**src/sv/distance_to_color_map_top_assert.svh**
```systemverilog
// Assertion macros for the distance to color map block.
`ifndef DISTANCE_TO_COLOR_MAP_TOP_ASSERT_SVH
`define DISTANCE_TO_COLOR_MAP_TOP_ASSERT_SVH
`ifndef SYNTHESIS
`define DTCM_ASSERT_IMP(lbl, ante, cons) \
  lbl: assert property (@(posedge clk) disable iff (!rst_n) (ante) |-> (cons)) \
    else $error("dtcm assertion failed");
`define DTCM_ASSERT_NXT(lbl, ante, cons) \
  lbl: assert property (@(posedge clk) disable iff (!rst_n) (ante) |=> (cons)) \
    else $error("dtcm assertion failed");
`else
`define DTCM_ASSERT_IMP(lbl, ante, cons)
`define DTCM_ASSERT_NXT(lbl, ante, cons)
`endif
`endif

```
**src/sv/dtcm_pkg.sv**
```systemverilog
package dtcm_pkg;

  localparam int COLOR_BITS = 8;
  localparam int COORD_W    = 24;
  localparam int RADIUS_W   = 23;
  localparam int DIFF_W     = 25;
  localparam int SQ_W       = 50;
  localparam int SUM_W      = 51;
  localparam int SQRT_IN_W  = 52;
  localparam int ROOT_W     = 26;
  localparam int REM_W      = 28;
  localparam int FRAC_W     = 16;
  localparam int T_W        = 19;
  localparam int LEVEL_W    = 16;
  localparam int CFG_ADDR_W = 8;

  localparam logic [CFG_ADDR_W-1:0] CFG_REF_X  = 8'd0;
  localparam logic [CFG_ADDR_W-1:0] CFG_REF_Y  = 8'd1;
  localparam logic [CFG_ADDR_W-1:0] CFG_REF_Z  = 8'd2;
  localparam logic [CFG_ADDR_W-1:0] CFG_RADIUS = 8'd3;

  localparam logic [RADIUS_W-1:0] RADIUS_RESET = 23'd4096;

  // Ramp breakpoints on t = 5 * fraction.
  localparam logic [T_W-1:0] T_SEG1 = 19'd32768;
  localparam logic [T_W-1:0] T_SEG2 = 19'd49152;
  localparam logic [T_W-1:0] T_SEG3 = 19'd65536;
  localparam logic [T_W-1:0] T_END  = 19'd98304;

  localparam logic [LEVEL_W-1:0] LEVEL_ONE = 16'd32768;
  localparam logic [COLOR_BITS-1:0] COLOR_MAX = {COLOR_BITS{1'b1}};

  typedef struct packed {
    logic signed [COORD_W-1:0] atom_x;
    logic signed [COORD_W-1:0] atom_y;
    logic signed [COORD_W-1:0] atom_z;
  } in_word_t;

  typedef struct packed {
    logic [COLOR_BITS-1:0] red;
    logic [COLOR_BITS-1:0] green;
    logic [COLOR_BITS-1:0] blue;
    logic                  radius_zero;
  } out_word_t;

  typedef struct packed {
    logic valid;
    logic radius_zero;
  } ctl_t;

endpackage

```
**src/sv/dtcm_sqrt.sv**
```systemverilog
module dtcm_sqrt (
  input  logic                          clk,
  input  logic                          rst_n,
  input  logic                          en,
  input  dtcm_pkg::ctl_t                ctl_in,
  input  logic [dtcm_pkg::SUM_W-1:0]    radicand,
  output dtcm_pkg::ctl_t                ctl_out,
  output logic [dtcm_pkg::ROOT_W-1:0]   root
);

  localparam int N = dtcm_pkg::ROOT_W;

  logic [dtcm_pkg::SQRT_IN_W-1:0] rad_r  [N];
  logic [dtcm_pkg::REM_W-1:0]     rem_r  [N];
  logic [dtcm_pkg::ROOT_W-1:0]    root_r [N];
  dtcm_pkg::ctl_t                 ctl_r  [N];

  // One result bit per stage, most significant first.
  for (genvar k = 0; k < N; k++) begin : g_stage
    logic [dtcm_pkg::SQRT_IN_W-1:0] rad_in;
    logic [dtcm_pkg::REM_W-1:0]     rem_in, rem_sh, trial, rem_nxt;
    logic [dtcm_pkg::ROOT_W-1:0]    root_in, root_nxt;
    dtcm_pkg::ctl_t                 ctl_stg;
    logic                           ge;

    if (k == 0) begin : g_first
      assign rad_in  = {1'b0, radicand};
      assign rem_in  = '0;
      assign root_in = '0;
      assign ctl_stg = ctl_in;
    end else begin : g_next
      assign rad_in  = {rad_r[k-1][dtcm_pkg::SQRT_IN_W-3:0], 2'b00};
      assign rem_in  = rem_r[k-1];
      assign root_in = root_r[k-1];
      assign ctl_stg = ctl_r[k-1];
    end

    always_comb begin
      rem_sh   = {rem_in[dtcm_pkg::REM_W-3:0], rad_in[dtcm_pkg::SQRT_IN_W-1 -: 2]};
      trial    = {root_in, 2'b01};
      ge       = (rem_sh >= trial);
      rem_nxt  = ge ? (rem_sh - trial) : rem_sh;
      root_nxt = {root_in[dtcm_pkg::ROOT_W-2:0], ge};
    end

    always_ff @(posedge clk) begin
      if (!rst_n) begin
        ctl_r[k] <= '0;
      end else if (en) begin
        ctl_r[k] <= ctl_stg;
      end
    end

    always_ff @(posedge clk) begin
      if (en) begin
        rad_r[k]  <= rad_in;
        rem_r[k]  <= rem_nxt;
        root_r[k] <= root_nxt;
      end
    end
  end

  assign ctl_out = ctl_r[N-1];
  assign root    = root_r[N-1];

endmodule

```
**config.mk**
```make
export PLATFORM = sky130hd
export DESIGN_NAME = dtcm_sqrt
export DESIGN_NICKNAME = d
export VERILOG_FILES = /design/src/sv/distance_to_color_map_top_assert.svh /design/src/sv/dtcm_pkg.sv /design/src/sv/dtcm_sqrt.sv
export SDC_FILE = /design/constraint.sdc
export NUM_CORES = 2
export LEC_CHECK = 0
export BUFFER_PORTS_ARGS = -buffer_cell sky130_fd_sc_hd__buf_4
export CAP_MARGIN = 10
export CORE_ASPECT_RATIO = 1.1
export CORE_UTILIZATION = 60
export DETAILED_ROUTE_END_ITERATION = 16
export PLACE_DENSITY = 0.82
export REMOVE_ABC_BUFFERS = 1
export SLEW_MARGIN = 25
export SYNTH_ARGS = -nofsm -noshare
export SYNTH_HDL_FRONTEND = slang
export SYNTH_SLANG_ARGS = --single-unit
export TNS_END_PERCENT = 1
```
**constraint.sdc**
```tcl
create_clock -name clk -period 5.45 [get_ports clk]
set_input_delay 1.09 -clock clk [delete_from_list [all_inputs] [get_ports clk]]
set_output_delay 1.09 -clock clk [all_outputs]
set_load 0.05 [all_outputs]
```
# Word level (Yosys, flattened, before mapping)
# Memories as Yosys holds them, arrays and structs flattened.
# Cells that the tools add are included.
dict set report classes {
  n_addsub 26
  order_cmp 26
  n_mux 57
  n_bitwise 26
}
# op n
set op_table {}
lappend op_table {{28-bit 2-to-1 mux} 26}
lappend op_table {{28-bit greater-or-equal comparator} 25}
lappend op_table {{28-bit subtractor} 25}
lappend op_table {{2-bit 2-to-1 mux} 26}
lappend op_table {{1-bit bitwise OR} 26}
lappend op_table {{1-bit 2-to-1 mux} 5}
lappend op_table {{1-bit by 1-bit subtractor with 2-bit output, second input constant} 1}
lappend op_table {{1-bit greater-or-equal comparator, second input constant} 1}
dict set report totals {
  register_bits 0
  ram_bits 2808
  in_bits 56
  elab_cells 139
  n_memories 4
}
# memory words width read_ports rd_clocked_by_memory_dff wr line_no
set memory_table {}
lappend memory_table {rad_r 26 52 25 0 26 dtcm_sqrt.sv:13} ;# logic [dtcm_pkg::SQRT_IN_W-1:0] rad_r [N];
lappend memory_table {rem_r 26 28 25 0 26 dtcm_sqrt.sv:14} ;# logic [dtcm_pkg::REM_W-1:0] rem_r [N];
lappend memory_table {root_r 26 26 26 0 26 dtcm_sqrt.sv:15} ;# logic [dtcm_pkg::ROOT_W-1:0] root_r [N];
lappend memory_table {ctl_r 26 2 26 0 26 dtcm_sqrt.sv:16} ;# dtcm_pkg::ctl_t ctl_r [N];

# Logic depth before layout (Yosys ltp)
dict set report depth {
  ltp_word 4
  mapped_depth 14
  depth_no_buf 12
}

# Least setup slack after synthesis
# Ideal clock, no wire load.
dict set report synth_timing {
  path_kind {flip-flop to flip-flop}
  startpoint {memory rem_r[0][89] (netlist name)}
  endpoint {memory rem_r[0][129] (netlist name) (data pin)}
  arrival_ns 2.884
  required_time_ns 5.183
  slack_ns 2.299
  path_stages_with_launch 11
  n_path_buf 1
  synth_period_minus_slack_ns 3.151
  path_cell_list {edfxtp_1 -> or4_4 -> nor4_4 -> nand4_1 -> or3_1 -> or4_4 -> nand4b_4 -> and3b_1 -> buf_6 -> nor3b_1 -> xor2_1}
}
# item line_no
set synth_lines {}
lappend synth_lines {{start, declared} dtcm_sqrt.sv:14}

==> run_results.csv <==
group,metric,value,unit
clocking,cts_resized,0,
timing,worst_slew_pin_slew,1008,ps
synth,synthSimpleGateAreaFrac,0.09629,
worst_setup_path,path_class,"register to register",
power_and_ir_drop,p_switching,0.009564,W
timing,finalSetupTns,0,ps
detailed_routing,routed-via-count,44876,
clocking,htreeDepth,4,
worst_setup_path,slowest_delay,720,ps
placed_design,dp_hpwl,98200,um
worst_setup_path,cp_num_buf_inv,1,
synth,syn_inst,5748,
timing,grt_setup_unrepaired,"no",
global_route,grt_max_degree,168,
detailed_routing,antenna_left,0,
synth,synth_top_area_frac,0.6532,
power_and_ir_drop,clock_power_share,0.321,
power_and_ir_drop,combPwrFrac,0.195,
global_route,grt_pass1_wl,225400,um
power_and_ir_drop,switching_share,0.2716,
synth,ys_seq_area_frac,0.6532,
final_layout,area_delta_synth_final,10.91,%
worst_setup_path,endpoint_kind,"register",
synth,synth_area_per_cell,13.30,sq um
die,die_area,0.1288,sq mm
placed_design,io_buffers,83,
power_and_ir_drop,ir_drop,354.2,uV
global_route,grtUsageTotal,0.2195,
detailed_routing,route.detailed.drc,0,
synth,synth_edf_count,1663,
synth,synthXorXnorAreaFrac,0.05763,
power_and_ir_drop,powerDensity,415.3,mW/mm^2
detailed_routing,routedWlPerCell,18.26,um
placed_design,pre_cts_slack,1648,ps
placed_design,gp_congestion,0.9685,
detailed_routing,viasPerCell,5.802,
clocking,clockBufferDepth,3,
timing,finalCritPeriodShare,0.7043,
timing,holdWs,400.4,ps
global_route,antenna_found_initial,0,
power_and_ir_drop,power.share.sequential,0.484,
clocking,clock_sinks,1663,
synth,synth_area,0.07645,sq mm
synth,synthMuxAreaShare,0.01206,
die,die_h,376.4,um
flow_run,cap_viol_max_count,0,
global_route,use_met2,0.4091,
worst_setup_path,crit_required,5980,ps
synth,synth-compound-area-share,0.09082,
synth,synth_area_leaders,"edfxtp_1, ha_1, xnor2_1",
timing,drv_slew,0,
clocking,clk_pin_slew,60,ps
final_layout,drive_above_1_share,0.08342,
timing,relSlewSlack,0.3190,
synth,ys_ff_latch,1663,
global_route,top_usage_layer,"met2",
clocking,cts_root_buf,"clkbuf_16",
synth,yosys_warnings,0,
clocking,hold_buffers,0,
power_and_ir_drop,power.total,0.03521,W
synth,synth_area_leader_cell,"edfxtp_1",
detailed_routing,routed_wirelength,141300,um
synth,synth-main-ff-cell,"edfxtp_1",
synth,synthAdderAreaFrac,0.06170,
synth,synth_top_family_by_area,"simple AND/OR/NAND/NOR gates",
die,coreArea,0.1267,sq mm
timing,fin_skew,30.20,ps
clocking,insertion_delay,780,ps
power_and_ir_drop,p_int,0.02565,W
global_route,grt_overflow,0,
timing,setup_viol,0,
die,initial_core_util,0.6035,
synth,yosys.cell_types.count,85,
min_path,min-delay-path-class,"register to register",
clocking,cts_tree,"built",
worst_setup_path,crit_family,"compound AO/OA/AOI/OAI gates",
power_and_ir_drop,p_leak,32.76,nW
timing,fin_crit,3838,ps
worst_setup_path,cp_max_fo,5,
die,row_count,137,
synth,synth_common_cells,"edfxtp_1, inv_1, ha_1",
clocking,cts_setup_buffers,0,
die,die_w,342.3,um
global_route,grt_pass1_vias,44822,
status,outcome,"complete, no violations",
worst_setup_path,critPathLaunchType,"register",
synth,synthArstFlopShare,0,
timing,hold_viol,0,
synth,yosysMostFrequentCell,"edfxtp_1",
clocking,cts_inserted_buffers,163,
timing,setup_slack,1612,ps
worst_setup_path,crit_path_cell_trace,"inv_1 -> ha_1 -> or3_1 -> o221ai_1 -> o22ai_1 -> a311o_1 -> a2111oi_1 -> nor2_1 -> a211oi_1 -> xnor2_1 -> mux2_2",
worst_setup_path,cp_slowest_cell,"a2111oi_1",
detailed_routing,drtIter0Drc,3306,
global_route,use_met1,0.2415,
die,ios,84,
worst_setup_path,crit_arrival,4360,ps
global_route,use_met3,0.03032,
final_layout,nets,6364,
timing,fmax,260.5,MHz
detailed_routing,drtPass1Iterations,14,
final_layout,final.fill_count,8593,
power by group through the flow:
stage | sequential, W | clock [W] | combinational (W)
floorplan | 0.0170 | 0 | 0.00502
global placement | 0.0172 | 0 | 0.00655
detailed placement | 0.0173 | 0 | 0.00674
CTS | 0.0170 | 0.0115 | 0.00681
global route | 0.0172 | 0.0120 | 0.00758
finish | 0.0170 | 0.0113 | 0.00687
sequential cells by signal, indices dropped and copies added, names as in the netlist:
name    count
ctl_r      52
rad_r     651
rem_r     610
root_r    350
logic make-up after synthesis:
group           count (synthesis)
buf+inv                       572
fa+ha+maj                     377
simple gates                 1447
flops                        1663
compound gates               1102
mux                            83
xor+xnor                      503
other cells                     1
metal layers:
layer	wire [um]	share of wire	up-vias
met5	0	0	-
met4	6735	0.048	0
met3	4807	0.034	377
met2	75470	0.53	1126
met1	54260	0.38	21679
li1	-	-	21694
final timing paths:
| kind | startpoint | to | slack, ps | cells after the start |
|---|---|---|---|---|
| worst max-delay path | root_r[23][0] | rem_r[3][25] | 1610 | 11 |
| worst min-delay path | rad_r[2][96] | rad_r[2][150] | 400 | 0 |
| worst max register to register | root_r[23][0] | rem_r[3][25] | 1610 | 11 |
| worst min register to register | rad_r[2][96] | rad_r[2][150] | 400 | 0 |
layout by cell type, fill, tap and decap left out, drive strengths merged, types with 142 or more instances in the layout:
master and count:
nor2 344, o21ai 273, edfxtp 1663, a21oi 333
ha 377, xnor2 288, nand2 342, a21o 142
inv 470, clkbuf 195, xor2 215
final cells by class:
class | instances | area, sq um | area share
clock inverter | 105 | 1172 | 0.01383
timing repair buffer | 126 | 1154 | 0.01361
antenna | 1 | 2.502 | 0.00002951
tap | 1668 | 2087 | 0.02461
sequential | 1663 | 49940 | 0.5890
clock buffer | 195 | 4263 | 0.05028
inverter | 464 | 1742 | 0.02054
multi-input combinational | 3513 | 24430 | 0.2881
metrics by stage:
stage	instances	utilization	cell area, sq um
finish	7735	0.6693	84790
global route	7734	0.6693	84780
CTS	7734	0.6693	84780
detailed placement	7434	0.6264	79350
global placement	7434	0.6264	79350
floorplan	5640	-	76030
Power figures use the tool's default switching activity.
