[src/sv/distance_to_color_map_top_assert.svh]
// Assertion macros for the distance to color map block.
`ifndef DISTANCE_TO_COLOR_MAP_TOP_ASSERT_SVH
`define DISTANCE_TO_COLOR_MAP_TOP_ASSERT_SVH
`ifndef SYNTHESIS
`define DTCM_ASSERT_IMP(lbl, ante, cons) \
  lbl: assert property (@(posedge clk) disable iff (!rst_n) (ante) |-> (cons)) \
    else $error("dtcm assertion failed");
`define DTCM_ASSERT_NXT(lbl, ante, cons) \
  lbl: assert property (@(posedge clk) disable iff (!rst_n) (ante) |=> (cons)) \
    else $error("dtcm assertion failed");
`else
`define DTCM_ASSERT_IMP(lbl, ante, cons)
`define DTCM_ASSERT_NXT(lbl, ante, cons)
`endif
`endif

[src/sv/dtcm_pkg.sv]
package dtcm_pkg;

  localparam int COLOR_BITS = 8;
  localparam int COORD_W    = 24;
  localparam int RADIUS_W   = 23;
  localparam int DIFF_W     = 25;
  localparam int SQ_W       = 50;
  localparam int SUM_W      = 51;
  localparam int SQRT_IN_W  = 52;
  localparam int ROOT_W     = 26;
  localparam int REM_W      = 28;
  localparam int FRAC_W     = 16;
  localparam int T_W        = 19;
  localparam int LEVEL_W    = 16;
  localparam int CFG_ADDR_W = 8;

  localparam logic [CFG_ADDR_W-1:0] CFG_REF_X  = 8'd0;
  localparam logic [CFG_ADDR_W-1:0] CFG_REF_Y  = 8'd1;
  localparam logic [CFG_ADDR_W-1:0] CFG_REF_Z  = 8'd2;
  localparam logic [CFG_ADDR_W-1:0] CFG_RADIUS = 8'd3;

  localparam logic [RADIUS_W-1:0] RADIUS_RESET = 23'd4096;

  // Ramp breakpoints on t = 5 * fraction.
  localparam logic [T_W-1:0] T_SEG1 = 19'd32768;
  localparam logic [T_W-1:0] T_SEG2 = 19'd49152;
  localparam logic [T_W-1:0] T_SEG3 = 19'd65536;
  localparam logic [T_W-1:0] T_END  = 19'd98304;

  localparam logic [LEVEL_W-1:0] LEVEL_ONE = 16'd32768;
  localparam logic [COLOR_BITS-1:0] COLOR_MAX = {COLOR_BITS{1'b1}};

  typedef struct packed {
    logic signed [COORD_W-1:0] atom_x;
    logic signed [COORD_W-1:0] atom_y;
    logic signed [COORD_W-1:0] atom_z;
  } in_word_t;

  typedef struct packed {
    logic [COLOR_BITS-1:0] red;
    logic [COLOR_BITS-1:0] green;
    logic [COLOR_BITS-1:0] blue;
    logic                  radius_zero;
  } out_word_t;

  typedef struct packed {
    logic valid;
    logic radius_zero;
  } ctl_t;

endpackage

[src/sv/dtcm_dist.sv]
module dtcm_dist (
  input  logic                                  clk,
  input  logic                                  rst_n,
  input  logic                                  en,
  input  dtcm_pkg::ctl_t                        ctl_in,
  input  dtcm_pkg::in_word_t                    pt,
  input  logic signed [dtcm_pkg::COORD_W-1:0]   ref_x,
  input  logic signed [dtcm_pkg::COORD_W-1:0]   ref_y,
  input  logic signed [dtcm_pkg::COORD_W-1:0]   ref_z,
  output dtcm_pkg::ctl_t                        ctl_out,
  output logic [dtcm_pkg::SUM_W-1:0]            sum
);

  dtcm_pkg::ctl_t ctl1_r, ctl2_r, ctl3_r;
  logic [dtcm_pkg::DIFF_W-1:0] dx, dy, dz;
  logic [dtcm_pkg::DIFF_W-1:0] mx_nxt, my_nxt, mz_nxt;
  logic [dtcm_pkg::DIFF_W-1:0] mx_r, my_r, mz_r;
  logic [dtcm_pkg::SQ_W-1:0]   sx_r, sy_r, sz_r;
  logic [dtcm_pkg::SUM_W-1:0]  sum_r, sum_nxt;

  always_comb begin
    dx = {pt.atom_x[dtcm_pkg::COORD_W-1], pt.atom_x} - {ref_x[dtcm_pkg::COORD_W-1], ref_x};
    dy = {pt.atom_y[dtcm_pkg::COORD_W-1], pt.atom_y} - {ref_y[dtcm_pkg::COORD_W-1], ref_y};
    dz = {pt.atom_z[dtcm_pkg::COORD_W-1], pt.atom_z} - {ref_z[dtcm_pkg::COORD_W-1], ref_z};
    // The magnitude stays below 2^24, which still fits unsigned.
    mx_nxt = dx[dtcm_pkg::DIFF_W-1] ? (~dx + 1'b1) : dx;
    my_nxt = dy[dtcm_pkg::DIFF_W-1] ? (~dy + 1'b1) : dy;
    mz_nxt = dz[dtcm_pkg::DIFF_W-1] ? (~dz + 1'b1) : dz;
    sum_nxt = {1'b0, sx_r} + {1'b0, sy_r} + {1'b0, sz_r};
  end

  always_ff @(posedge clk) begin
    if (!rst_n) begin
      ctl1_r <= '0;
      ctl2_r <= '0;
      ctl3_r <= '0;
    end else if (en) begin
      ctl1_r <= ctl_in;
      ctl2_r <= ctl1_r;
      ctl3_r <= ctl2_r;
    end
  end

  always_ff @(posedge clk) begin
    if (en) begin
      mx_r  <= mx_nxt;
      my_r  <= my_nxt;
      mz_r  <= mz_nxt;
      sx_r  <= mx_r * mx_r;
      sy_r  <= my_r * my_r;
      sz_r  <= mz_r * mz_r;
      sum_r <= sum_nxt;
    end
  end

  assign ctl_out = ctl3_r;
  assign sum     = sum_r;

endmodule

[config.mk]
export PLATFORM = sky130hd
export DESIGN_NAME = dtcm_dist
export DESIGN_NICKNAME = d
export VERILOG_FILES = /design/src/sv/distance_to_color_map_top_assert.svh /design/src/sv/dtcm_pkg.sv /design/src/sv/dtcm_dist.sv
export SDC_FILE = /design/constraint.sdc
export NUM_CORES = 2
export LEC_CHECK = 0
export BUFFER_PORTS_ARGS = -buffer_cell sky130_fd_sc_hd__buf_2
export CORE_ASPECT_RATIO = 1.75
export CORE_MARGIN = 8
export CORE_UTILIZATION = 39
export CTS_BUF_LIST = sky130_fd_sc_hd__clkbuf_4
export CTS_CLUSTER_DIAMETER = 30
export DETAILED_ROUTE_END_ITERATION = 10
export PLACE_DENSITY_LB_ADDON = 0.2
export SYNTH_ARGS = -nofsm -noshare
export SYNTH_HDL_FRONTEND = slang
export SYNTH_SLANG_ARGS = --single-unit
export TNS_END_PERCENT = 30
[constraint.sdc]
create_clock -name clk -period 10.6 [get_ports clk]
set_input_delay 2.65 -clock clk [delete_from_list [all_inputs] [get_ports clk]]
set_output_delay 2.65 -clock clk [all_outputs]
set_load 0.05 [all_outputs]
; After elaboration in Yosys (flattened, before gate mapping)
; Index checks and enable logic that the tools add are counted.
[totals]
reg_bits = 282
input_bits = 149
out_inout_bits = 53
wordCells = 33
[classes]
n_addsub = 8
n_mul = 3
n_mux = 3
bitwise = 3
[ops]
columns = operator, n
row1 = multiplier 25 x 25 -> 50 bit, 3
row2 = "adder 25 x 1 -> 25 bit, second input constant", 3
row3 = inverter 25 bit, 3
row4 = subtractor 24 x 24 -> 25 bit, 3
row5 = 2-to-1 mux 24 bit, 3
row6 = adder 50 x 50 -> 51 bit, 1
row7 = adder 51 x 50 -> 51 bit, 1

; Longest topological paths before layout
[logic_depth]
ltp_word = 4
ltp_mapped = 29
ltp_nobuf = 28

; Worst setup path after synthesis
; OpenSTA, ideal clock, no wires.
[synth_timing]
path_kind = register to register
from = register mx_r[18] in the netlist's numbering
to = register sx_r[46] in the netlist's numbering (data pin)
setup_ns = 0.266
arrival_time_ns = 7.239
required_time_ns = 10.334
path_slack_ns = 3.095
stages_incl_launch_ff = 27
n_path_buf = 2
synth_period_minus_slack_ns = 7.505
path_cell_list = edfxtp_1 clkbuf_1 clkbuf_1 nand2_1 fa_1 inv_1 fa_1 inv_1 fa_1 fa_1 inv_1 fa_1 fa_1 inv_1 fa_1 inv_1 ha_1 or2_2 o31a_1 a41o_1 a21o_1 or3_1 o2111ai_1 a21oi_1 a2111oi_0 nor3_1 xor2_1
[synth_between]
elab_chain_len = 1
[synth_rtl]
columns = item, line_no
row1 = from (decl), dtcm_dist.sv:17  ; logic [dtcm_pkg::DIFF_W-1:0] mx_r, my_r, mz_r;
row2 = from (signal assigned), dtcm_dist.sv:46  ; mx_r <= mx_nxt;
row3 = multiplier 25 x 25 -> 50 bit, dtcm_dist.sv:49  ; sx_r <= mx_r * mx_r;
row4 = to (signal assigned), dtcm_dist.sv:49
row5 = to (decl), dtcm_dist.sv:18  ; logic [dtcm_pkg::SQ_W-1:0] sx_r, sy_r, sz_r;
; Every way passes these cells.
; A chain may end at the register's enable or synchronous reset.

; Final worst setup path
[layout_timing]
from = register my_r[1] in the netlist's numbering
to = register sy_r[45] in the netlist's numbering (data pin)
[layout_between]
elab_chain_len = 1
[layout_rtl]
columns = item, line_no
row1 = from (decl), dtcm_dist.sv:17
row2 = from (signal assigned), dtcm_dist.sv:47  ; my_r <= my_nxt;
row3 = multiplier 25 x 25 -> 50 bit, dtcm_dist.sv:50  ; sy_r <= my_r * my_r;
row4 = to (signal assigned), dtcm_dist.sv:50
row5 = to (decl), dtcm_dist.sv:18
; Every way passes these cells.

==> flow_metrics.tcl <==
set metrics [dict create \
    cts.sink_count 279 \
    use_met2_pct 42.2 \
    rsz0062_at_grt "false" \
    path_clk_slew_ns 0.08 \
    grt_max_degree 140 \
    viasPerCell 5.03 \
    coreArea_um2 182000 \
    ys_types 85 \
    multi_input_area_um2 54300 \
    critPathMaxFanout 27 \
    cts_max_level 3 \
    most-common-layout-cells "2114 x inv_1, 1451 x fa_1, 688 x ha_1" \
    grt_use_met1_pct 20.7 \
    worstPathRequired_ns 11.32 \
    gr-total-overflow 0 \
    r2r_cells 21 \
    drt-total-wl_mm 204 \
    clockBufferDepth 3 \
    grt_pass1_wl_mm 323 \
    utilization_pct 42.0 \
    fmax_mhz 116 \
    ys_seq_area_share_pct 11.7 \
    die_w_um 339 \
    final-hold-violation-count 0 \
    vias 51214 \
    initial_utilization_pct 39.2 \
    dp_hpwl_mm 170 \
    critical-path-max-stage-delay_ns 1.23 \
    synth_edf_count 273 \
    place_congestion 0.900 \
    drt_iter0_markers 2183 \
    final_common_cell "inv_1" \
    area_delta_synth_final_pct 6.96 \
    max-cap-violations 0 \
    path_buf_inv 2 \
    yosys_warnings 0 \
    cp_num_cells 21 \
    cts_hold_buf 0 \
    tns_ns 0 \
    slew_violations 0 \
    ios 202 \
    critPathKind "flip-flop to flip-flop" \
    avgSynthCellArea_um2 9.43 \
    fin_crit_ns 8.65 \
    finalNetCount 10001 \
    cp_top_family "adder cells" \
    root_buffer "clkbuf_4" \
    grt_usage_pct 21.0 \
    syn-instance-count 7565 \
    die-area_um2 197000 \
    synthesis.area_um2 71300 \
    ff2ff_setup_slack_ns 1.95 \
    seqCellArea_um2 8320 \
    min_path_type "flip-flop to flip-flop" \
    drc 0 \
    fin_skew_ns 0.131 \
    synth_seq_cells 279 \
    post_cts_buffers 0 \
    cts_tree "yes" \
    r2r-start "my_r[1]" \
    gr-max-usage-layer "met2" \
    wire_per_inst_um 20.0 \
    setup_viol 0 \
    cpMostUsedCell "fa_1" \
    port_buffers 201 \
    grt_pass1_vias 58768 \
    synthArstFlopShare_pct 0 \
    worst_pin_slew_ns 1.32 \
    cp-end-kind "flip-flop" \
    relSlewSlack_pct 11.8 \
    cts-resized-gates 0 \
    cp.arrival_ns 9.37 \
    fill_cells 18260 \
    cts-buffers-inserted 83 \
    met3_usage_pct 2.00 \
    clock_latency_ns 0.99 \
    outcome "completed" \
    drt-pass1-iter-count 6 \
    cp_cell_sequence "and2_1, fa_1, fa_1, fa_1, fa_1, fa_1, fa_1, inv_1, fa_1, inv_1, ha_1, and3_1, a21boi_0, o2111ai_1, a211oi_1, o211ai_1, o31ai_1, a31oi_1, o21bai_1, a31oi_1, xnor2_1" \
    die_y_um 582 \
    startpoint_type "flip-flop" \
    crit_start "my_r[1]" \
    reg2reg_to "sy_r[45]" \
    rows 207 \
    fin_crit_sh_pct 81.6 \
    antenna_found_initial 5 \
    drive_above_1_share_pct 5.93 \
    ys.flop_type "edfxtp_1" \
    ant_nets 0 \
    worstSetupEndpoint "sy_r[45]" \
    crit_slowest_cell "edfxtp_1" \
]
==> layer usage <==
metal	vias to the layer above	part of all wire (%)
met1	26237	34
met2	1089	57
met3	508	3.0
li1	23378	-
met4	2	6.4
met5	-	0.010
==> cells by family after synthesis <==
logic type	after synthesis	synth area share, %
DFF	279	11.7
adders and majority gates	2139	52.8
xor gates and xnor gates	328	4.04
other	1	0.00526
buffers and inverters	2329	12.3
AOI/OAI and AO/OA	880	8.11
and+or+nand+nor	1589	10.8
muxes	20	0.307
==> worst min path at each step <==
stage / startpoint / cells after the start / slack (ns) / endpoint
final: ctl_out[1] / 2 / 0.52 / ctl_out[1]
after global routing: ctl2_r[0] / 2 / 0.56 / ctl2_r[0]
after CTS: ctl1_r[1] / 2 / 0.53 / ctl1_r[1]
after detailed placement: ctl_out[0] / 2 / 0.51 / ctl_out[0]
after global placement: ctl_out[1] / 2 / 0.50 / ctl_out[1]
after floorplan: ctl1_r[0] / 2 / 0.48 / ctl1_r[0]
==> stage by stage <==
stage / area, µm² / instances / hold slack (ns) / setup slack (ns)
global route: 76300 / 10187 / 0.555 / 1.49
CTS: 76300 / 10182 / 0.528 / 1.93
finish: 76300 / 10187 / 0.518 / 1.95
global placement: 75100 / 10031 / 0.500 / 2.09
detailed placement: 75100 / 10031 / 0.505 / 1.96
floorplan: 71300 / 7567 / 0.482 / 3.09
==> sequential cells by signal, summed over array words and instances (netlist names) <==
register  count
my_r         25
sum          51
ctl_out       2
mx_r         25
sz_r         49
mz_r         25
ctl2_r        2
sx_r         49
sy_r         49
ctl1_r        2
==> area by class of cell <==
type                            instances  area share, %
Timing Repair Buffer                  276           2.09
Antenna cell                            5         0.0164
Clock buffer                          105           1.03
Inverter                             2114           10.4
Multi-Input combinational cell       4959           71.1
Clock inverter                         46          0.489
Tap cell                             2403           3.94
Sequential cell                       279           10.9
==> worst reg2reg max path: cells and delay by family, from the launching register on <==
kind | cells | cell delay, ns
fa+ha+maj | 8 | 4.05
compound gates | 8 | 2.40
flops | 1 | 1.23
simple gates | 2 | 0.52
xor+xnor | 1 | 0.15
buf+inv | 2 | 0.09
==> Yosys cell counts (all sizes together), types with 9 or more instances <==
cell	count	area, µm²
o21a	28	210
nor4	13	81.3
a31o	14	131
xnor2	210	1850
o21bai	50	379
nor2b	47	294
and2	371	2320
nor2	237	890
nor3	45	225
and3	31	195
mux2i	14	140
o31ai	27	203
or3	16	105
a21boi	17	128
fa	1451	29000
a31oi	38	238
xor2	118	1030
nand3	58	295
a21oi	264	1320
clkbuf	210	788
nand2	638	2390
or2	17	106
nand3b	9	67.6
nand4	29	181
a2111oi	13	189
a311oi	10	100
a211oi	15	113
o2111ai	13	114
a21o	136	1020
o211ai	25	188
inv	2114	7940
o21ai	157	790
edfxtp	273	8200
ha	688	8610
nand2b	47	294
Power is not shown: default switching activity piles up to over one toggle a cycle in this logic, so the estimate is an artifact.
