===== src/sv/distance_to_color_map_top_assert.svh =====
// Assertion macros for the distance to color map block.
`ifndef DISTANCE_TO_COLOR_MAP_TOP_ASSERT_SVH
`define DISTANCE_TO_COLOR_MAP_TOP_ASSERT_SVH
`ifndef SYNTHESIS
`define DTCM_ASSERT_IMP(lbl, ante, cons) \
  lbl: assert property (@(posedge clk) disable iff (!rst_n) (ante) |-> (cons)) \
    else $error("dtcm assertion failed");
`define DTCM_ASSERT_NXT(lbl, ante, cons) \
  lbl: assert property (@(posedge clk) disable iff (!rst_n) (ante) |=> (cons)) \
    else $error("dtcm assertion failed");
`else
`define DTCM_ASSERT_IMP(lbl, ante, cons)
`define DTCM_ASSERT_NXT(lbl, ante, cons)
`endif
`endif


===== src/sv/dtcm_pkg.sv =====
package dtcm_pkg;

  localparam int COLOR_BITS = 8;
  localparam int COORD_W    = 24;
  localparam int RADIUS_W   = 23;
  localparam int DIFF_W     = 25;
  localparam int SQ_W       = 50;
  localparam int SUM_W      = 51;
  localparam int SQRT_IN_W  = 52;
  localparam int ROOT_W     = 26;
  localparam int REM_W      = 28;
  localparam int FRAC_W     = 16;
  localparam int T_W        = 19;
  localparam int LEVEL_W    = 16;
  localparam int CFG_ADDR_W = 8;

  localparam logic [CFG_ADDR_W-1:0] CFG_REF_X  = 8'd0;
  localparam logic [CFG_ADDR_W-1:0] CFG_REF_Y  = 8'd1;
  localparam logic [CFG_ADDR_W-1:0] CFG_REF_Z  = 8'd2;
  localparam logic [CFG_ADDR_W-1:0] CFG_RADIUS = 8'd3;

  localparam logic [RADIUS_W-1:0] RADIUS_RESET = 23'd4096;

  // Ramp breakpoints on t = 5 * fraction.
  localparam logic [T_W-1:0] T_SEG1 = 19'd32768;
  localparam logic [T_W-1:0] T_SEG2 = 19'd49152;
  localparam logic [T_W-1:0] T_SEG3 = 19'd65536;
  localparam logic [T_W-1:0] T_END  = 19'd98304;

  localparam logic [LEVEL_W-1:0] LEVEL_ONE = 16'd32768;
  localparam logic [COLOR_BITS-1:0] COLOR_MAX = {COLOR_BITS{1'b1}};

  typedef struct packed {
    logic signed [COORD_W-1:0] atom_x;
    logic signed [COORD_W-1:0] atom_y;
    logic signed [COORD_W-1:0] atom_z;
  } in_word_t;

  typedef struct packed {
    logic [COLOR_BITS-1:0] red;
    logic [COLOR_BITS-1:0] green;
    logic [COLOR_BITS-1:0] blue;
    logic                  radius_zero;
  } out_word_t;

  typedef struct packed {
    logic valid;
    logic radius_zero;
  } ctl_t;

endpackage


===== src/sv/dtcm_ramp.sv =====
module dtcm_ramp (
  input  logic                          clk,
  input  logic                          rst_n,
  input  logic                          en,
  input  dtcm_pkg::ctl_t                ctl_in,
  input  logic [dtcm_pkg::FRAC_W-1:0]   frac,
  output logic                          out_valid,
  output dtcm_pkg::out_word_t           out_word
);

  localparam int LW = dtcm_pkg::LEVEL_W;
  localparam int PW = dtcm_pkg::LEVEL_W + dtcm_pkg::COLOR_BITS;
  localparam logic [PW-1:0] ROUND_HALF = PW'(16384);

  logic [dtcm_pkg::T_W-1:0] t, d2, d3, d3b, d4, d4b;
  logic [LW-1:0] r_nxt, g_nxt, b_nxt;
  logic [LW-1:0] r_r, g_r, b_r;
  dtcm_pkg::ctl_t ctl_a_r;

  logic [PW-1:0] rp, gp, bp;
  logic          out_valid_r;
  dtcm_pkg::out_word_t out_word_r, out_word_nxt;

  // Levels are on a scale where 32768 means full intensity.
  always_comb begin
    t   = {3'b000, frac} + {1'b0, frac, 2'b00};
    d2  = dtcm_pkg::T_SEG2 - t;
    d3  = dtcm_pkg::T_SEG3 - t;
    d3b = t - dtcm_pkg::T_SEG2;
    d4  = t - dtcm_pkg::T_SEG3;
    d4b = dtcm_pkg::T_END - t;
    r_nxt = '0;
    g_nxt = '0;
    b_nxt = '0;
    priority if (t < dtcm_pkg::T_SEG1) begin
      r_nxt = dtcm_pkg::LEVEL_ONE;
      g_nxt = t[LW-1:0];
    end else if (t < dtcm_pkg::T_SEG2) begin
      r_nxt = {d2[LW-2:0], 1'b0};
      g_nxt = dtcm_pkg::LEVEL_ONE;
    end else if (t < dtcm_pkg::T_SEG3) begin
      g_nxt = {d3[LW-2:0], 1'b0};
      b_nxt = {d3b[LW-2:0], 1'b0};
    end else begin
      r_nxt = (d4 > {3'b000, dtcm_pkg::LEVEL_ONE}) ? dtcm_pkg::LEVEL_ONE : d4[LW-1:0];
      b_nxt = (t >= dtcm_pkg::T_END) ? '0 : d4b[LW-1:0];
    end
  end

  always_comb begin
    rp = PW'(r_r) * PW'(dtcm_pkg::COLOR_MAX) + ROUND_HALF;
    gp = PW'(g_r) * PW'(dtcm_pkg::COLOR_MAX) + ROUND_HALF;
    bp = PW'(b_r) * PW'(dtcm_pkg::COLOR_MAX) + ROUND_HALF;
    out_word_nxt.radius_zero = ctl_a_r.radius_zero;
    if (ctl_a_r.radius_zero) begin
      out_word_nxt.red   = '0;
      out_word_nxt.green = '0;
      out_word_nxt.blue  = '0;
    end else begin
      out_word_nxt.red   = rp[15 +: dtcm_pkg::COLOR_BITS];
      out_word_nxt.green = gp[15 +: dtcm_pkg::COLOR_BITS];
      out_word_nxt.blue  = bp[15 +: dtcm_pkg::COLOR_BITS];
    end
  end

  always_ff @(posedge clk) begin
    if (!rst_n) begin
      ctl_a_r     <= '0;
      out_valid_r <= 1'b0;
    end else if (en) begin
      ctl_a_r     <= ctl_in;
      out_valid_r <= ctl_a_r.valid;
    end
  end

  always_ff @(posedge clk) begin
    if (en) begin
      r_r        <= r_nxt;
      g_r        <= g_nxt;
      b_r        <= b_nxt;
      out_word_r <= out_word_nxt;
    end
  end

  assign out_valid = out_valid_r;
  assign out_word  = out_word_r;

endmodule


===== config.mk =====
export PLATFORM = sky130hd
export DESIGN_NAME = dtcm_ramp
export DESIGN_NICKNAME = d
export VERILOG_FILES = /design/src/sv/distance_to_color_map_top_assert.svh /design/src/sv/dtcm_pkg.sv /design/src/sv/dtcm_ramp.sv
export SDC_FILE = /design/constraint.sdc
export NUM_CORES = 1
export LEC_CHECK = 0
export BUFFER_PORTS_ARGS = -buffer_cell sky130_fd_sc_hd__buf_2
export CORE_ASPECT_RATIO = 0.5
export CORE_MARGIN = 3
export CORE_UTILIZATION = 30
export DETAILED_ROUTE_END_ITERATION = 16
export REMOVE_ABC_BUFFERS = 1
export SYNTH_ARGS = -nofsm -noshare
export SYNTH_HDL_FRONTEND = slang
export SYNTH_SLANG_ARGS = --single-unit

===== constraint.sdc =====
create_clock -name clk -period 5.5 [get_ports clk]
set_clock_uncertainty 0.15 [all_clocks]
set_input_delay 0 -clock clk [delete_from_list [all_inputs] [get_ports clk]]
set_output_delay 0 -clock clk [all_outputs]
set_load 0.05 [all_outputs]

Word-level counts from Yosys, hierarchy flattened
Cells that the tools add are included.
{"block": "classes", "n_addsub": 9, "reduce_logical": 3, "mul": 3, "n_lt_le_gt_ge": 5, "muxes": 8}
{"op": "16-bit two-way mux", "count": 8}
{"op": "23-bit by 15-bit adder with 23-bit output, second input constant", "count": 3}
{"op": "16-bit by 8-bit multiplier with 23-bit output, second input constant", "count": 3}
{"op": "19-bit by 16-bit < comparator with 1-bit output, second input constant", "count": 2}
{"op": "16-bit by 18-bit adder with 19-bit output", "count": 1}
{"op": "19-bit by 17-bit greater-or-equal comparator with 1-bit output, second input constant", "count": 1}
{"op": "19-bit by 16-bit > comparator with 1-bit output, second input constant", "count": 1}
{"op": "19-bit by 17-bit < comparator with 1-bit output, second input constant", "count": 1}
{"op": "19-bit by 17-bit subtractor with 19-bit output, second input constant", "count": 1}
{"op": "16-bit subtractor, first input constant", "count": 1}
{"op": "1-bit by 15-bit subtractor with 15-bit output, first input constant", "count": 1}
{"op": "15-bit subtractor, first input constant", "count": 1}
{"op": "15-bit subtractor, second input constant", "count": 1}
{"op": "4-bit OR reduction", "count": 2}
{"op": "2-bit OR reduction", "count": 1}
{"block": "word_totals", "reg_bits": 76, "output_inout_bits": 26, "in_bits": 21}

Logic depth before layout (Yosys ltp)
{"block": "logic_depth", "ltp_word": 6, "depth_mapped": 18, "mapped_depth_nobuf": 18}

Worst setup path before layout
No wires, ideal clock.
{"block": "synth_timing", "path_type": "register to register", "start": "register g_r[3]", "end": "register out_word_r, in the netlist out_word[14] (data pin)", "period_less_slack_ns": 5.080, "setup_slack_ns": 0.420, "path_buffers": 0, "required_time_ns": 5.084, "stages_incl_launch_ff": 18, "arrival_time_ns": 4.664, "cell_sequence": "edfxtp_1 inv_1 fa_1 inv_1 fa_1 fa_1 inv_1 fa_1 inv_1 ha_1 a21o_1 a2111oi_0 a221o_1 a31oi_1 a311o_1 a21oi_1 xor2_1 nor2_1"}
{"block": "synth_via", "elab_chain_cells": 2}
{"element": "start, declared", "line_no": "dtcm_ramp.sv:17", "rtl": "logic [LW-1:0] r_r, g_r, b_r;"}
{"element": "start signal, assigned", "line_no": "dtcm_ramp.sv:79", "rtl": "g_r <= g_nxt;"}
{"element": "16-bit by 8-bit multiplier with 23-bit output", "line_no": "dtcm_ramp.sv:52", "rtl": "gp = PW'(g_r) * PW'(dtcm_pkg::COLOR_MAX) + ROUND_HALF;"}
{"element": "23-bit by 15-bit adder with 23-bit output", "line_no": "dtcm_ramp.sv:52"}
{"element": "end signal, assigned", "line_no": "dtcm_ramp.sv:81", "rtl": "out_word_r <= out_word_nxt;"}
{"element": "end, declared", "line_no": "dtcm_ramp.sv:22", "rtl": "dtcm_pkg::out_word_t out_word_r, out_word_nxt;"}
No other way between the ends.
A chain may end at the register's enable or synchronous reset.

Worst setup path in the final report
{"block": "layout_timing", "start": "register r_r[6]", "end": "register out_word_r, in the netlist out_word[24] (data pin)"}
{"block": "layout_via", "elab_chain_cells": 2}
{"element": "start, declared", "line_no": "dtcm_ramp.sv:17"}
{"element": "start signal, assigned", "line_no": "dtcm_ramp.sv:78", "rtl": "r_r <= r_nxt;"}
{"element": "16-bit by 8-bit multiplier with 23-bit output", "line_no": "dtcm_ramp.sv:51", "rtl": "rp = PW'(r_r) * PW'(dtcm_pkg::COLOR_MAX) + ROUND_HALF;"}
{"element": "23-bit by 15-bit adder with 23-bit output", "line_no": "dtcm_ramp.sv:51"}
No other way between the ends.

==> results.json <==
{
  "antenna_found_initial": 0,
  "vias": 8125,
  "num_rows": 52,
  "maxCapViolations": 0,
  "final-setup-viol-count": 0,
  "wire_per_inst_um": 13.5,
  "fin_util_pct": 34.3,
  "hold_violations": 0,
  "r2r_end": "out_word[24]$_SDFFCE_PP0P_",
  "tightest_slew_ns": 0.875,
  "ys_async_sr_fraction_pct": 0,
  "port-buffer-count": 46,
  "drive_gt1_share_pct": 10.4,
  "synth-seq-cells": 76,
  "fin_nets": 1682,
  "avgSynthCellArea_um2": 10.3,
  "first_pass_iters": 4,
  "rrSetupSlack_ns": 0.27,
  "outcome": "completed",
  "crit_path_end_kind": "register",
  "ys_warn_count": 0,
  "r2r_cells": 18,
  "maxSlewHeadroom_pct": 41.6,
  "core-area_um2": 40900,
  "dieHeight_um": 151,
  "grt_overflow": 0,
  "max_clock_freq_mhz": 191,
  "synth.yosys.seq_area_share_pct": 17.9,
  "cts.reportedPaths.clkPinSlew_ns": 0.07,
  "grt_pass1_vias": 8548,
  "dieArea_um2": 44700,
  "ys_types": 88,
  "grt_pass1_wl_um": 42600,
  "critPathArrivalTime_ns": 5.18,
  "htree_levels": 3,
  "syn_to_final_growth_pct": 11.2,
  "cts-root-buf": "clkbuf_16",
  "grt_max_degree": 64,
  "tritoncts.num_buffers": 9,
  "grt_setup_unrepaired": "yes",
  "gp_congestion": 0.826,
  "ys.flop_type": "edfxtp_1",
  "drc": 0,
  "layout_commonest_cell": "inv_1",
  "critPathLaunchType": "register",
  "cts_tree": "built",
  "hpwl_um": 21200,
  "n_fill_cell": 4139,
  "syn-cell-area_um2": 12600,
  "diodes": 0,
  "crit_chain": "fa_1 > inv_1 > fa_1 > inv_1 > fa_1 > inv_1 > fa_1 > inv_1 > ha_1 > and3_1 > nand4_1 > o32ai_2 > nor3_1 > buf_4 > o31ai_4 > a21oi_1 > xnor2_1 > nor2_1",
  "synthCells": 1219,
  "drt-total-wl_um": 24700,
  "final_max_slew_viol_count": 0,
  "grt_usage_pct": 11.9,
  "die_x_um": 296,
  "clkLatencyLatePin_ns": 0.35,
  "ant_nets": 0,
  "holdCritStartpoint": "frac[0]",
  "synth_edf_count": 73,
  "crit_type": "reg -> reg",
  "worst_hold_path.num_cells": 3,
  "worst_hold_path_type": "in -> reg",
  "max_stage_delay_ns": 0.66,
  "cp_slowest_cell": "fa_1",
  "cts_buffer_depth": 2,
  "min_period_ns": 5.23,
  "ios": 47,
  "worstPathMaxFanout": 4,
  "drt_iter0_drc": 376,
  "start_util_pct": 30.8,
  "min_period_over_period_pct": 95.1,
  "cts.sink_count": 76,
  "viasPerCell": 4.43,
  "crit_required_ns": 5.44,
  "timing.rr.start": "r_r[6]$_SDFFCE_PP0P_",
  "layout_common_cells": "inv_1 (371), fa_1 (208), ha_1 (164)",
  "hold_end": "r_r[0]$_SDFFCE_PP0P_"
}
-- Yosys cell counts, types with 8 or more instances --
cell | count | area share (%)
fa_1 | 208 | 33
o22a_1 | 10 | 0.69
inv_1 | 371 | 11
o22ai_2 | 9 | 0.89
a21oi_1 | 20 | 0.79
nor3_1 | 12 | 0.48
nand3_1 | 16 | 0.63
nand2_1 | 18 | 0.54
xnor2_1 | 27 | 1.9
ha_1 | 164 | 16
edfxtp_1 | 73 | 17
and2_1 | 10 | 0.50
o21ai_0 | 20 | 0.79
a21o_1 | 11 | 0.65
nor2_1 | 55 | 1.6
o22ai_1 | 20 | 0.99
xor2_1 | 16 | 1.1
a211oi_1 | 8 | 0.48
-- worst max path at each step --
stage | startpoint | end | slack [ns] | depth (start not counted)
after global placement | r_r[9]$_SDFFCE_PP0P_ | out_word[24]$_SDFFCE_PP0P_ | 0.07 | 18
after detailed placement | r_r[9]$_SDFFCE_PP0P_ | out_word[24]$_SDFFCE_PP0P_ | 0.03 | 18
after floorplan | g_r[3]$_DFFE_PP_ | out_word[14]$_SDFFCE_PP0P_ | 0.41 | 17
after CTS | r_r[9]$_SDFFCE_PP0P_ | out_word[24]$_SDFFCE_PP0P_ | 0.08 | 18
after global routing | g_r[3]$_DFFE_PP_ | out_word[14]$_SDFFCE_PP0P_ | -0.01 | 17
final | r_r[6]$_SDFFCE_PP0P_ | out_word[24]$_SDFFCE_PP0P_ | 0.27 | 18
-- state kept, by name (all words and copies together) (netlist names) --
signal     cells
ctl_a_r        2
out_word      25
out_valid      1
g_r           16
b_r           16
r_r           16
-- what timing repair did --
item / in CTS / in global routing
setup buffers: 0 / 7
pin swaps: 0 / 6
setup endpoints to repair: 1 / 7
hold buffers: 6 / 0
gates resized for setup: 1 / 9
hold endpoints to repair: 14 / 0
-- area by class of cell --
type                            count  area, um2  area share, %
Inverter                          372       1400           9.96
Multi-Input combinational cell    756       8930           63.7
Timing Repair Buffer               74        458           3.26
Clock inverter                      7       87.6          0.624
Clock buffer                        9        225           1.61
Sequential cell                    76       2250           16.1
Tap cell                          540        676           4.82
-- metrics by stage --
step	cells	area (um2)	setup TNS [ns]	setup slack [ns]	hold WS (ns)
floorplan	1204	12500	0	0.408	-0.0375
global placement	1805	13500	0	0.0683	0.0907
finish	1834	14000	0	0.267	0.0283
global route	1834	14000	-0.0119	-0.0119	0.0737
detailed placement	1805	13500	0	0.0310	0.0972
CTS	1827	13900	0	0.0757	0.0123
-- critical path, delay by kind of cell (launching register included) --
kind	cells	cell delay (ns)
compound gates	3	0.74
xor+xnor	1	0.15
fa+ha+maj	5	2.55
buf+inv	5	0.40
flops	1	0.49
simple gates	4	0.48
-- routing by layer --
metal	GRT usage, %	vias up	share of wire, %
li1	-	4034	-
met1	16.3	4001	48
met2	20.3	78	49
met3	1.54	12	2.2
met4	2.22	0	1.3
met5	0	-	0
-- cells by family after synthesis --
logic type	synth area share, %
simple gates	7.79
compound gates	9.35
flops	17.9
mux	0.486
xor+xnor	3.46
fa+ha+maj	49.3
buf+inv	11.8
Power is not shown: default switching activity piles up to over one toggle a cycle in this logic, so the estimate is an artifact.
