**src/sv/distance_to_color_map_top_assert.svh**
```systemverilog
// Assertion macros for the distance to color map block.
`ifndef DISTANCE_TO_COLOR_MAP_TOP_ASSERT_SVH
`define DISTANCE_TO_COLOR_MAP_TOP_ASSERT_SVH
`ifndef SYNTHESIS
`define DTCM_ASSERT_IMP(lbl, ante, cons) \
  lbl: assert property (@(posedge clk) disable iff (!rst_n) (ante) |-> (cons)) \
    else $error("dtcm assertion failed");
`define DTCM_ASSERT_NXT(lbl, ante, cons) \
  lbl: assert property (@(posedge clk) disable iff (!rst_n) (ante) |=> (cons)) \
    else $error("dtcm assertion failed");
`else
`define DTCM_ASSERT_IMP(lbl, ante, cons)
`define DTCM_ASSERT_NXT(lbl, ante, cons)
`endif
`endif

```
**src/sv/dtcm_pkg.sv**
```systemverilog
package dtcm_pkg;

  localparam int COLOR_BITS = 8;
  localparam int COORD_W    = 24;
  localparam int RADIUS_W   = 23;
  localparam int DIFF_W     = 25;
  localparam int SQ_W       = 50;
  localparam int SUM_W      = 51;
  localparam int SQRT_IN_W  = 52;
  localparam int ROOT_W     = 26;
  localparam int REM_W      = 28;
  localparam int FRAC_W     = 16;
  localparam int T_W        = 19;
  localparam int LEVEL_W    = 16;
  localparam int CFG_ADDR_W = 8;

  localparam logic [CFG_ADDR_W-1:0] CFG_REF_X  = 8'd0;
  localparam logic [CFG_ADDR_W-1:0] CFG_REF_Y  = 8'd1;
  localparam logic [CFG_ADDR_W-1:0] CFG_REF_Z  = 8'd2;
  localparam logic [CFG_ADDR_W-1:0] CFG_RADIUS = 8'd3;

  localparam logic [RADIUS_W-1:0] RADIUS_RESET = 23'd4096;

  // Ramp breakpoints on t = 5 * fraction.
  localparam logic [T_W-1:0] T_SEG1 = 19'd32768;
  localparam logic [T_W-1:0] T_SEG2 = 19'd49152;
  localparam logic [T_W-1:0] T_SEG3 = 19'd65536;
  localparam logic [T_W-1:0] T_END  = 19'd98304;

  localparam logic [LEVEL_W-1:0] LEVEL_ONE = 16'd32768;
  localparam logic [COLOR_BITS-1:0] COLOR_MAX = {COLOR_BITS{1'b1}};

  typedef struct packed {
    logic signed [COORD_W-1:0] atom_x;
    logic signed [COORD_W-1:0] atom_y;
    logic signed [COORD_W-1:0] atom_z;
  } in_word_t;

  typedef struct packed {
    logic [COLOR_BITS-1:0] red;
    logic [COLOR_BITS-1:0] green;
    logic [COLOR_BITS-1:0] blue;
    logic                  radius_zero;
  } out_word_t;

  typedef struct packed {
    logic valid;
    logic radius_zero;
  } ctl_t;

endpackage

```
**src/sv/dtcm_div.sv**
```systemverilog
module dtcm_div (
  input  logic                           clk,
  input  logic                           rst_n,
  input  logic                           en,
  input  dtcm_pkg::ctl_t                 ctl_in,
  input  logic [dtcm_pkg::ROOT_W-1:0]    dist_in,
  input  logic [dtcm_pkg::RADIUS_W-1:0]  radius,
  output dtcm_pkg::ctl_t                 ctl_out,
  output logic [dtcm_pkg::FRAC_W-1:0]    frac
);

  localparam int N   = dtcm_pkg::FRAC_W;
  localparam int RW  = dtcm_pkg::RADIUS_W + 1;

  // Head stage: the quotient of dist_in * 2^13 / radius overflows 16 bits
  // exactly when dist_in >= 8 * radius.
  dtcm_pkg::ctl_t ctl0_r;
  logic           sat0_r;
  logic [RW-1:0]  rem0_r;
  logic [2:0]     low0_r;

  logic [RW-1:0]  rem_r [N];
  logic [N-1:0]   q_r   [N];
  logic           sat_r [N];
  logic [2:0]     low_r [N];
  dtcm_pkg::ctl_t ctl_r [N];

  always_ff @(posedge clk) begin
    if (!rst_n) begin
      ctl0_r <= '0;
    end else if (en) begin
      ctl0_r <= ctl_in;
    end
  end

  always_ff @(posedge clk) begin
    if (en) begin
      sat0_r <= (dist_in >= {radius, 3'b000});
      rem0_r <= {1'b0, dist_in[dtcm_pkg::ROOT_W-1:3]};
      low0_r <= dist_in[2:0];
    end
  end

  for (genvar j = 0; j < N; j++) begin : g_stage
    logic [RW-1:0]  rem_in, rem_sh, rem_nxt;
    logic [N-1:0]   q_in;
    logic           sat_in, low_bit, ge;
    logic [2:0]     low_in;
    dtcm_pkg::ctl_t ctl_stg;

    if (j == 0) begin : g_first
      assign rem_in  = rem0_r;
      assign q_in    = '0;
      assign sat_in  = sat0_r;
      assign low_in  = low0_r;
      assign ctl_stg = ctl0_r;
    end else begin : g_next
      assign rem_in  = rem_r[j-1];
      assign q_in    = q_r[j-1];
      assign sat_in  = sat_r[j-1];
      assign low_in  = low_r[j-1];
      assign ctl_stg = ctl_r[j-1];
    end

    // The first bits shifted into the remainder are dist_in's low three bits, the rest are zero.
    if (j < 3) begin : g_dbit
      assign low_bit = low_in[2-j];
    end else begin : g_zbit
      assign low_bit = 1'b0;
    end

    always_comb begin
      rem_sh  = {rem_in[RW-2:0], low_bit};
      ge      = (rem_sh >= {1'b0, radius});
      rem_nxt = ge ? (rem_sh - {1'b0, radius}) : rem_sh;
    end

    always_ff @(posedge clk) begin
      if (!rst_n) begin
        ctl_r[j] <= '0;
      end else if (en) begin
        ctl_r[j] <= ctl_stg;
      end
    end

    always_ff @(posedge clk) begin
      if (en) begin
        rem_r[j] <= rem_nxt;
        q_r[j]   <= {q_in[N-2:0], ge};
        sat_r[j] <= sat_in;
        low_r[j] <= low_in;
      end
    end
  end

  assign ctl_out = ctl_r[N-1];
  assign frac    = sat_r[N-1] ? {N{1'b1}} : q_r[N-1];

endmodule

```
**config.mk**
```make
export PLATFORM = sky130hd
export DESIGN_NAME = dtcm_div
export DESIGN_NICKNAME = d
export VERILOG_FILES = /design/src/sv/distance_to_color_map_top_assert.svh /design/src/sv/dtcm_pkg.sv /design/src/sv/dtcm_div.sv
export SDC_FILE = /design/constraint.sdc
export NUM_CORES = 1
export LEC_CHECK = 0
export BUFFER_PORTS_ARGS = -buffer_cell sky130_fd_sc_hd__buf_2
export CELL_PAD_IN_SITES_DETAIL_PLACEMENT = 2
export CELL_PAD_IN_SITES_GLOBAL_PLACEMENT = 2
export CORE_AREA = 2 2 361 363
export CTS_CLUSTER_SIZE = 40
export DETAILED_ROUTE_END_ITERATION = 16
export DIE_AREA = 0 0 363 365
export MAX_ROUTING_LAYER = met4
export PLACE_DENSITY = 0.65
export SYNTH_ARGS = -nofsm -noshare
export SYNTH_HDL_FRONTEND = slang
export SYNTH_SLANG_ARGS = --single-unit
```
**constraint.sdc**
```tcl
create_clock -name clk -period 5.1 [get_ports clk]
set_input_delay 0.255 -clock clk [delete_from_list [all_inputs] [get_ports clk]]
set_output_delay 0.255 -clock clk [all_outputs]
set_load 0.05 [all_outputs]
```
# Yosys cells after proc, flatten, opt, wreduce, memory -nomap -nowiden
# Memory sizes are Yosys's and may differ from the RTL's.
# Index checks and enable logic that the tools add are counted.
# W data, S select, Z words.
# word_totals
ff_bits	29
latchBits	0
ram_bits	736
mem_bits_ro	0
inputBits	54
output_inout_bits	18
wordCells	97
n_memories	5
# memory_table
name	depth	width	rd	rd_ports_with_merged_regs	wr	line_no	source
rem_r	16	24	15	0	16	dtcm_div.sv:22	logic [RW-1:0] rem_r [N];
q_r	16	16	16	0	16	dtcm_div.sv:23	logic [N-1:0] q_r [N];
low_r	16	3	15	0	16	dtcm_div.sv:25	logic [2:0] low_r [N];
ctl_r	16	2	16	0	16	dtcm_div.sv:26	dtcm_pkg::ctl_t ctl_r [N];
sat_r	16	1	16	0	16	dtcm_div.sv:24	logic sat_r [N];
# op_classes
n_addsub	16
mul	0
n_div	0
order_cmp	17
n_eq_ne	0
shifts	0
n_mux	38
bitwise	16
reduce_logical	0
# ops
cell	count
$ge A24 B23 Y1	16
$mux W24	16
$sub A24 B23 Y24	16
$mux W2	16
$ge A26 B26 Y1	1
$mux W16	1
$or A1 B1 Y1	16
$mux W1	5

# Depth between registers and ports, before layout
# Gate-level depths: netlist of the first run.
# depth
word_depth	4
mapped_depth	14
mapped_depth_nobuf	12

# Worst setup path after synthesis of the first run
# No wires, ideal clock.
# synth_path
kind	input port to flip-flop
from	in radius[0] in the netlist's numbering
to	mem rem_r[1][80] in the netlist's numbering (data pin)
setup_time_ps	260
arrival_time_ps	4201
required_time_ps	4840
path_slack_ps	639
cell_stages	12
n_path_buf	2
cell_sequence	clkbuf_1 -> clkinv_1 -> fa_1 -> a211oi_1 -> o21ai_0 -> o2bb2ai_1 -> o21a_1 -> a2111o_1 -> o21ai_0 -> nand3_1 -> buf_2 -> mux2_2
# synth_lines
element	line_no	source
from (decl)	dtcm_div.sv:7	input logic [dtcm_pkg::RADIUS_W-1:0] radius,
to (decl)	dtcm_div.sv:22	

==> results of run 1 <==
==> cell usage in the layout, fill, tap and decap left out, drive strengths merged, types with 28 or more instances in the layout <==
master and n:
xor2 112, a21o 147, mux2 181, buf 160, a21oi 309, nand2b 33, nand2 288, nor2b 44
nor2 194, edfxtp 559, and3 59, inv 111, clkbuf 89, clkinv 35, o21ai 279, a211oi 30
o211ai 29, ha 390, xnor2 169, nand4 41, nand3 61, dlygate4sd3 28, nor3 49, o21a 49
o21bai 29, a31oi 32
==> power by group through the flow <==
stage	logic, mW	clock network (mW)	registers [mW]
6_report	14.7	5.31	8.64
5_1_grt	16.5	5.64	8.78
4_1_cts	14.8	5.50	8.67
3_5_place_dp	14.7	0	8.75
3_3_place_gp	14.2	0	8.72
2_1_floorplan	11.0	0	8.09
==> kinds of logic after synthesis <==
group / count (synthesis) / synth area share [%]
xor gates and xnor gates: 281 / 6.43
and+or+nand+nor: 860 / 10.7
DFF: 561 / 43.9
AOI/OAI and AO/OA: 1068 / 17.7
muxes: 193 / 5.64
adders and majority gates: 405 / 13.5
buffers and inverters: 197 / 2.06
==> path summary, 6_finish.rpt <==
kind	from	to	slack (ns)	cells after the start
worst max register to register	rem_r[0][120]	rem_r[0][161]	1.30	11
worst min-delay path	en	rem_r[0][140]	0.04	1
worst max-delay path	rem_r[0][120]	rem_r[0][161]	1.30	11
worst min register to register	q_r[1][58]	q_r[1][75]	0.39	0
==> worst max-delay path, delay by kind of cell, from the launching register on <==
family          cells  cell delay [ns]
fa+ha+maj           1             0.44
simple gates        2             0.64
compound gates      6             1.54
buf+inv             2             0.44
flops               1             0.45
==> area by class of cell <==
class	instances	share of cell area [%]
timing repair buffer	188	3.35
clock buffer	89	4.48
clock inverter	50	1.08
tap	1675	4.76
sequential	561	38.2
inverter	110	0.938
multi-input combinational	2807	47.2
==> metrics by stage <==
step	instance area (um2)	util, %
floorplan	38300	-
global placement	41300	32.1
detailed placement	41300	32.1
CTS	44000	34.2
global route	44000	34.2
finish	44000	34.2
==> sequential cells by signal (all words and copies together) (netlist names) <==
name	cells
rem_r	345
q_r	136
ctl_r	32
g_stage.rem_in	23
sat_r	16
g_stage.low_in	3
low_r	3
ctl0_r	2
g_stage.sat_in	1
==> layer usage <==
metal  wire length [um]  up-vias
met5                  0        -
met4               3430        0
met3               3260      163
met2              58800      308
met1              56100    14400
li1                   -    13900
==> results.cfg, run 1 <==
[sta]
hold_ws_ns = 0.0372
slew_headroom_pct = 25.1
postLayoutSetupSlackWorst_ns = 1.30
grt_setup_unrepaired = false
tns_ns = 0
worst_pin_slew_ns = 1.12
drv_slew = 0
hold_viol = 0
fin_crit_ns = 3.80
fmax_mhz = 263
finalSetupViolCount = 0
fin_skew_ns = 0.0396
post-route-period-util_pct = 74.5

[placement]
post-place-ws_ns = 0.734
dp_hpwl_um = 92000
routabilityCongestion = 0.827
port_buffers = 71
place_inst = 5313

[logic_synthesis]
avgSynthCellArea_um2 = 10.7
syn_area_um2 = 38300
netlist_top_cells_count = edfxtp_1, ha_1, a21oi_1, nand2_1, o21ai_0
synth_edf_count = 559
synth.most_common_cell = edfxtp_1
synth_top_area_share_pct = 43.8
synth_ff_type = edfxtp_1
synth.distinct_cells = 90
ys_warn_count = 0
syn-instance-count = 3565
synth_top_cell_by_area = edfxtp_1
synthesis.nets = 4024
ys_seq_area_share_pct = 43.9
synth-async-reset-ratio_pct = 0
synth_seq_cells = 561
synth_area_leaders = edfxtp_1, ha_1, mux2_2, a21oi_1, xnor2_1

[floorplan]
die_w_um = 363
die_y_um = 365
die-area_um2 = 132000
coreArea_um2 = 129000
start_util_pct = 29.8
num_rows = 132
io_pins = 72

[cts]
clkTransAtPathRegs_ns = 0.06
htreeDepth = 3
clk_path_buf_depth = 3
ctsResizeCount = 0
cts_made_buffers = 75
cts_hold_buf = 28
cts_tree = done
clk_latency_ns = 0.68
cts_setup_buffers = 0
cts_sinks = 561
cts-root-buf = clkbuf_16

[routing]
viasPerCell = 5.24
drc = 0
num_vias = 28700
wl_per_cell_um = 22.2
drt_wl_total_um = 122000
drt_iter0_markers = 1576
drtPass1Iterations = 6
ant_nets = 0

[run]
max_cap_viol_count = 0

[grt]
antenna_found_initial = 2
grtUsageMet3_pct = 2.35
grt.total_usage_pct = 18.7
grt_pass1_wl_um = 186000
busiest_layer = met2
grt_pass1_vias = 31000
met1_usage_pct = 23.7
grt_start_max_net_pins = 160
use_met2_pct = 31.4
gr-total-overflow = 0

[power]
p_seq_share_pct = 30.1
total_power_mw = 28.7
switching_share_pct = 40.3
intPower_mw = 17.1
powerDensity_nw_per_um2 = 651
p_leak_nw = 17.4
p_comb_share_pct = 51.3
p_switching_mw = 11.5
irDropWorstVdd_mv = 0.270
clkPwrFrac_pct = 18.5

[layout]
n_antenna_cell = 0
seq_area_um2 = 16800
num-nets-final = 4202
drive_above_1_share_pct = 13.6
finalNonFillerCells = 5480
synthToLayoutAreaGrowth_pct = 14.9
n_fill_cell = 13800
multiInputGateArea_um2 = 20800

[setup_path]
critical_path_class = flip-flop to flip-flop
critPathMaxFanout = 19
cp_slowest_stage_delay_ns = 0.51
critPathRequiredTime_ns = 5.48
start_kind = flip-flop
cp.arrival_ns = 4.18
worstPathCellList = fa_1, a21o_1, a21oi_1, o21ai_0, buf_4, a2111oi_2, nor2_1, or4_4, a21oi_4, buf_4, o21ai_0
crit_slowest_cell = or4_4
end_kind = flip-flop

[outcome]
run_status = complete, no violations

[worst_hold_path]
hold_path.class = input pin to flip-flop
(Power assumes the default switching activity.)
==> run 2: changes to the inputs <==
Clock period 5.1 ns to 3.65 ns, I/O delays scaled along.
==> results.cfg, run 2 (same netlist as run 1, synthesis figures left out) <==
[outcome]
run_status = complete, no violations

[placement]
placed_area_um2 = 42400
place_inst = 5417
port_buffers = 71
post-place-ws_ns = -0.0328
routabilityCongestion = 0.851
dp_hpwl_um = 90100

[floorplan]
die-area_um2 = 132000
start_util_pct = 29.8
die_y_um = 365
num_rows = 132
coreArea_um2 = 129000
die_w_um = 363
io_pins = 72

[sta]
fin_crit_ns = 3.52
slew_headroom_pct = 37.8
fin_skew_ns = 0.0329
postLayoutSetupSlackWorst_ns = 0.127
worst_pin_slew_ns = 0.932
hold_viol = 0
post-route-period-util_pct = 96.5
drv_slew = 0
fmax_mhz = 284
finalSetupViolCount = 0
grt_setup_unrepaired = false

[layout]
reg.largest.list = rem_r: 345 flops, q_r: 136 flops, ctl_r: 32 flops
final_area_um2 = 45300
synthToLayoutAreaGrowth_pct = 18.3
n_antenna_cell = 0
final_cell_mix = edfxtp_1, ha_1, a21oi_1
finalNonFillerCells = 5588
multiInputGateArea_um2 = 20800
n_fill_cell = 13800
final_common_cell = edfxtp_1
seq_area_um2 = 16800
drive_above_1_share_pct = 15.8
largest_reg_flops = 345
num-nets-final = 4311
top_register = rem_r

[setup_path]
cp_slowest_stage_delay_ns = 0.51
critPathMaxFanout = 8
start_kind = flip-flop
worst-path-buf-inv = 2
path_common_cell = a21o_1
end_kind = flip-flop
critical_path_class = flip-flop to flip-flop
worstPathCellList = ha_1, a21o_1, a21o_1, a32o_1, a2111oi_2, buf_4, nor2_1, or4_4, a21oi_4, inv_2, mux2_1
cp.arrival_ns = 3.92
crit_slowest_cell = or4_4
cp_top_family = compound AO/OA/AOI/OAI gates
critPathRequiredTime_ns = 4.05

[routing]
viasPerCell = 5.22
drt_iter0_markers = 1508
drc = 0
drtPass1Iterations = 5
drt_wl_total_um = 121000
wl_per_cell_um = 21.7
num_vias = 29200
ant_nets = 0

[grt]
grt_start_max_net_pins = 133
grt.total_usage_pct = 18.8
grt_pass1_vias = 32000
gr-total-overflow = 0
antenna_found_initial = 8
grt_pass1_wl_um = 190000

[cts]
clk_latency_ns = 0.68
htreeDepth = 3
cts_made_buffers = 75
clk_path_buf_depth = 3
cts_sinks = 561
cts-root-buf = clkbuf_16
clkTransAtPathRegs_ns = 0.06
cts_tree = done

[worst_hold_path]
hold_path.class = input pin to flip-flop

[power]
irDropWorstVdd_mv = 0.381
powerDensity_nw_per_um2 = 916
p_leak_nw = 18.1

[run]
max_cap_viol_count = 0
run 2: worst paths after layout:
check        cells after the start  slack (ns)            end          start
max                             11        0.13  rem_r[0][159]  rem_r[0][125]
min                              4        0.16   rem_r[0][25]      radius[1]
min reg2reg                      0        0.40     q_r[0][84]     q_r[0][67]
max reg2reg                     11        0.13  rem_r[0][159]  rem_r[0][125]
run 2: area by class of cell:
| class | instances | share of cell area [%] |
|---|---|---|
| clock buffer | 90 | 4.32 |
| tap | 1675 | 4.63 |
| timing repair buffer | 297 | 5.83 |
| inverter | 110 | 0.923 |
| multi-input combinational | 2807 | 45.9 |
| clock inverter | 48 | 1.29 |
| sequential | 561 | 37.2 |
run 2: timing repair:
item,in CTS,in global routing
gates resized for setup,0,9
buffers inserted,0,2
hold buffers,31,0
setup endpoints to repair,0,79
hold endpoints to repair,41,0
run 2: metal layers:
| layer | track usage (%) | routed length, um |
|---|---|---|
| met3 | 2.43 | 3680 |
| met2 | 31.0 | 57700 |
| met1 | 24.0 | 55900 |
| met5 | - | 0 |
| met4 | 5.95 | 3900 |
run 2: worst reg2reg max path, delay by kind of cell (launching register included):
kind / cells / cell delay [ns]
compound gates: 5 / 1.31
simple gates: 2 / 0.56
flops: 1 / 0.44
fa+ha+maj: 1 / 0.38
mux: 1 / 0.34
buf+inv: 2 / 0.26
run 2: stage by stage:
stage | power (mW) | hold WS [ns] | setup TNS [ns] | utilization (%)
after floorplan | 26.7 | 0.281 | 0 | -
after global placement | 33.0 | 0.381 | 0 | 33.0
after detailed placement | 33.7 | 0.382 | -0.475 | 33.0
after CTS | 41.9 | 0.119 | 0 | 35.2
after global routing | 44.7 | 0.141 | 0 | 35.2
final | 41.5 | 0.165 | 0 | 35.2
run 2: report_power, final:
part	internal (mW)	leakage (nW)	switching [mW]
clock network	4.62	1.23	3.15
logic	9.94	11.4	11.7
registers	10.6	5.53	1.51
